<file path="src/hw/rtl/sriex_pkg.sv">
// shared types and constants for the slot register integer execute unit
// no dependencies
`timescale 1ns / 1ps
package sriex_pkg;
    localparam int SLOT_COUNT = 256;
    localparam int SLOT_AW = 8;
    localparam int XLEN = 64;
    localparam int SW = 6; // step counter width

    typedef enum logic [4:0] {
        F_NIL = 5'd0, F_FALSE = 5'd1, F_TRUE = 5'd2, F_MOVE = 5'd3, F_ADDIMM = 5'd4,
        F_ADD = 5'd5, F_SUB = 5'd6, F_MUL = 5'd7, F_DIV = 5'd8, F_MOD = 5'd9,
        F_IMUL = 5'd10, F_IDIV = 5'd11, F_IMOD = 5'd12, F_AND = 5'd13, F_OR = 5'd14,
        F_XOR = 5'd15, F_NOT = 5'd16, F_SHL = 5'd17, F_SHR = 5'd18, F_LAND = 5'd19,
        F_LOR = 5'd20, F_LNOT = 5'd21, F_NEG = 5'd22, F_EQ = 5'd23, F_CMP = 5'd24,
        F_ICMP = 5'd25, F_GT = 5'd26, F_GTE = 5'd27, F_LT = 5'd28, F_LTE = 5'd29,
        F_ASSERT = 5'd30, F_TEST = 5'd31
    } func_t;

    typedef struct packed {
        logic start;
        logic is_div;    // 1 divide, 0 multiply
        logic is_signed;
    } iter_ctl_t;

    typedef struct packed {
        logic           done;
        logic [XLEN-1:0] lo;  // product or quotient
        logic [XLEN-1:0] hi;  // remainder
    } iter_sts_t;
endpackage

</file>
<file path="src/hw/rtl/sriex_iter.sv">
// shared shift-add multiplier and restoring divider, one bit per cycle
// depends on sriex_pkg
`timescale 1ns / 1ps
module sriex_iter (
    input  logic                  clk,
    input  logic                  rst_n,
    input  sriex_pkg::iter_ctl_t  ctl,
    input  logic [sriex_pkg::XLEN-1:0] a,
    input  logic [sriex_pkg::XLEN-1:0] b,
    output sriex_pkg::iter_sts_t  sts
);
    localparam int XL = sriex_pkg::XLEN;
    logic [XL-1:0] acc_reg, acc_next, lo_reg, lo_next, b_reg, b_next;
    logic [sriex_pkg::SW-1:0] cnt_reg, cnt_next;
    logic busy_reg, busy_next, div_reg, div_next, done_reg, done_next;
    logic [XL:0] trial;
    logic [XL-1:0] sum, ma, mb;

    always_comb
    begin
        ma = (ctl.is_signed && a[XL-1]) ? (~a + 1'b1) : a;
        mb = (ctl.is_signed && b[XL-1]) ? (~b + 1'b1) : b;
        trial = {acc_reg, lo_reg[XL-1]} - {1'b0, b_reg};
        sum = acc_reg + b_reg;
        acc_next = acc_reg;
        lo_next = lo_reg;
        b_next = b_reg;
        cnt_next = cnt_reg;
        busy_next = busy_reg;
        div_next = div_reg;
        done_next = 1'b0;
        if (ctl.start)
        begin
            acc_next = '0;
            lo_next = ctl.is_div ? ma : a;
            b_next = ctl.is_div ? mb : b;
            div_next = ctl.is_div;
            cnt_next = '0;
            busy_next = 1'b1;
        end
        else if (busy_reg)
        begin
            if (div_reg)
            begin
                // restoring step: shift in next dividend bit
                if (!trial[XL])
                begin
                    acc_next = trial[XL-1:0];
                    lo_next = {lo_reg[XL-2:0], 1'b1};
                end
                else
                begin
                    acc_next = {acc_reg[XL-2:0], lo_reg[XL-1]};
                    lo_next = {lo_reg[XL-2:0], 1'b0};
                end
            end
            else
            begin
                // multiplier bit is lsb of lo, product accumulates low bits into acc
                if (lo_reg[0])
                begin
                    acc_next = acc_reg | '0;
                end
                lo_next = lo_reg >> 1;
                b_next = b_reg << 1;
                if (lo_reg[0])
                begin
                    acc_next = sum;
                end
            end
            cnt_next = cnt_reg + 1'b1;
            if (cnt_reg == sriex_pkg::SW'(XL - 1))
            begin
                busy_next = 1'b0;
                done_next = 1'b1;
            end
        end
    end

    always_ff @(posedge clk or negedge rst_n)
    begin
        if (!rst_n)
        begin
            busy_reg <= 1'b0;
            done_reg <= 1'b0;
            cnt_reg <= '0;
            div_reg <= 1'b0;
        end
        else
        begin
            busy_reg <= busy_next;
            done_reg <= done_next;
            cnt_reg <= cnt_next;
            div_reg <= div_next;
        end
    end

    always_ff @(posedge clk)
    begin
        acc_reg <= acc_next;
        lo_reg <= lo_next;
        b_reg <= b_next;
    end

    assign sts.done = done_reg;
    assign sts.lo = div_reg ? lo_reg : acc_reg;
    assign sts.hi = acc_reg;
endmodule

</file>
<file path="config.mk">
export PLATFORM = sky130hd
export DESIGN_NAME = sriex_iter
export DESIGN_NICKNAME = d
export VERILOG_FILES = /design/src/hw/rtl/sriex_pkg.sv /design/src/hw/rtl/sriex_iter.sv
export SDC_FILE = /design/constraint.sdc
export NUM_CORES = 1
export LEC_CHECK = 0
export BUFFER_PORTS_ARGS = -buffer_cell sky130_fd_sc_hd__buf_2
export CAP_MARGIN = 40
export CELL_PAD_IN_SITES_DETAIL_PLACEMENT = 1
export CELL_PAD_IN_SITES_GLOBAL_PLACEMENT = 1
export CORE_AREA = 2 2 208 210
export CTS_BUF_LIST = sky130_fd_sc_hd__clkbuf_8
export DETAILED_ROUTE_END_ITERATION = 8
export DIE_AREA = 0 0 210 212
export PLACE_DENSITY = 0.88
export SLEW_MARGIN = 0
export SYNTH_ARGS = -nofsm -noshare
export SYNTH_HDL_FRONTEND = slang
export SYNTH_SLANG_ARGS = --single-unit
export TNS_END_PERCENT = 10
</file>
<file path="constraint.sdc">
create_clock -name clk -period 5.7 [get_ports clk]
set_input_delay 1.14 -clock clk [delete_from_list [all_inputs] [get_ports clk]]
set_output_delay 1.14 -clock clk [all_outputs]
set_load 0.1 [all_outputs]
</file>
==> results.cfg <==
[status]
status = finished clean

[floorplan]
pin_count = 262
rows = 76
die_h_microns = 212
die_area_sq_um = 44500
initial_core_util = 0.480
die_w_microns = 210
core_sq_um = 42500

[global_route]
antenna_found_initial = 0
grt.overflow.total = 0
grt_pass1_vias = 22400
grt_pass1_wl_microns = 127000
grt_use_total = 0.362
grt_max_degree = 74

[synth]
synth-async-reset-ratio = 0.0448
synth_sequential_area_ratio = 0.262
synth_fp_nets = 2822
synth.distinct_cells = 97
synth_edf_count = 128
synth_compound_area_frac = 0.258
ys_seq_elements = 201
synth_fa_ha_area_frac = 0.0817
synth-simple-area-share = 0.181
netlist_instances = 2557
netlist_area_sq_um = 20400
synthMuxAreaShare = 0.0664
yosys_warnings = 0
synth_top_family_by_area = compound AO/OA/AOI/OAI gates
synth_top_area_share = 0.188
synth_flop_cell = edfxtp_1
synth_xor_area_frac = 0.102
synth.area.top_cells = edfxtp_1, ha_1, a21oi_1
synth_top_area_cell = edfxtp_1
synth_area_per_cell_sq_um = 7.98

[drt]
wirelength_microns = 82100
first_iter_violations = 1544
drt-wirelength-per-cell_microns = 24.6
vias = 21500
firstDrtPassIters = 7
postRouteAntennaNets = 0
viasPerCell = 6.45
drc = 0

[clocking]
cts-resized-gates = 0
cts_made_buffers = 43
cts_setup_buffers = 0
clock_path_buffers = 3
cts_max_level = 2
cts_hold_buffers = 0
cts_tree = done
worst_skew_pair.late_latency_ns = 0.63
path_clk_slew_ns = 0.06
numClockSinks = 201
cts_root_buf = clkbuf_8

[power]
pwr_density_cell_nw_per_um2 = 590
vdd_drop_max_mv = 0.450
p_leak_nw = 10.1

[placement]
gp_congestion = 0.968
hpwl_microns = 64000
port_buffers = 261

[flow_run]
max_cap_viol_count = 0

[layout]
area_growth_pct = 13.2
antenna_cells = 0
num-nets-final = 3022
final_common_cell = a21oi_1
drive_gt1_frac = 0.161
multiInputGateArea_sq_um = 14100
fillCellCount = 5296
layout_common_cells = a21oi_1, buf_2, nand2_1
register_area_sq_um = 5350

[sta]
relSlewSlack = 0.332
period_share = 0.807
setup_viol = 0
skew_ns = 0.0346
maxClockFrequency_ghz = 0.217
slew_viol_final = 0
hold_viol_final = 0
worst_pin_slew_ns = 0.994
hold_slack_ns = 0.373
rsz0062_at_grt = no
min_period_ns = 4.60
fin_tns_setup_ns = 0

[worst_setup_path]
rr_endpoint = acc_reg[61]
path_max_fanout = 4
rr_worst_depth = 12
cp-end-kind = flop
critPathArrivalTime_ns = 5.10
critPathRequiredTime_ns = 6.20
crit_type = reg2reg
critPathLaunch = b_reg[3]
worst_setup_path_start_kind = flop
r2r_setup_slack_ns = 1.10
reg2reg_from = b_reg[3]

[worst_hold_path]
hp-class = in2async
## worst max-delay path: stages, from the launching register on
cell and delay (ns):
edfxtp_1 0.44, ha_1 0.35, and2_1 0.19, a221o_1 0.35, o21ai_0 0.65, a311oi_1 0.42
o2111ai_1 0.31, nand3_1 0.19, a221oi_1 0.83, nor4_1 0.16, or3_1 0.34, a21oi_1 0.15
nor4_1 0.07
## worst max-delay path by stage
stage                   to  cells past startpoint  slack (ns)
6_report       acc_reg[61]                     12        1.10
4_1_cts        acc_reg[61]                     12        1.28
3_3_place_gp     b_reg[58]                     12        1.16
5_1_grt         acc_reg[6]                     13        1.03
2_1_floorplan     sts[127]                      2        1.11
3_5_place_dp     b_reg[58]                     12        1.13
## Yosys cell counts, drive strengths merged, types with 52 or more instances
master,count
nor3,52
inv,112
nor2,221
xnor2,118
dfxtp,64
edfxtp,128
a21o,68
mux2,58
o21ai,231
nand2,222
a21oi,262
xor2,119
clkbuf,103
nand3,52
ha,130
mux2i,70
## where the power goes
group | leakage [nW] | internal (mW) | switching, mW
logic | 7.62 | 2.70 | 6.63
clock network | 0.521 | 0.915 | 0.754
registers | 1.98 | 1.91 | 0.703
total | 10.1 | 5.53 | 8.08
## per-stage QoR
step | instance area [sq um] | setup slack (ns) | power [mW] | util | instances
after detailed placement | 22200 | 1.13 | 11.8 | 0.522 | 3258
after global placement | 22000 | 1.16 | 11.5 | 0.518 | 3249
after global routing | 23100 | 1.03 | 14.3 | 0.543 | 3338
after CTS | 23100 | 1.28 | 13.5 | 0.543 | 3338
after floorplan | 20400 | 1.11 | 9.46 | - | 2557
final | 23100 | 1.10 | 13.6 | 0.543 | 3338
## per-layer routing
metal,up-vias,wire (microns),GRT usage,share of wire
li1,9853,-,-,-
met1,10600,32000,0.410,0.39
met2,752,40000,0.636,0.49
met3,295,4040,0.0517,0.049
met4,0,6050,0.247,0.074
met5,-,0,0,0
## cells by family after synthesis
group / count (synthesis)
fa+ha+maj: 132
compound gates: 845
xor+xnor: 237
mux: 128
flops: 201
simple gates: 763
buf+inv: 251
## cell type report
type | count | share of cell area
Sequential cell | 201 | 0.232
Multi-Input combinational cell | 2105 | 0.609
Inverter | 114 | 0.0185
Clock inverter | 28 | 0.00732
Clock buffer | 52 | 0.0310
Timing Repair Buffer | 292 | 0.0724
Tap cell | 546 | 0.0296
Note: power is estimated with default switching activity, not from simulation.
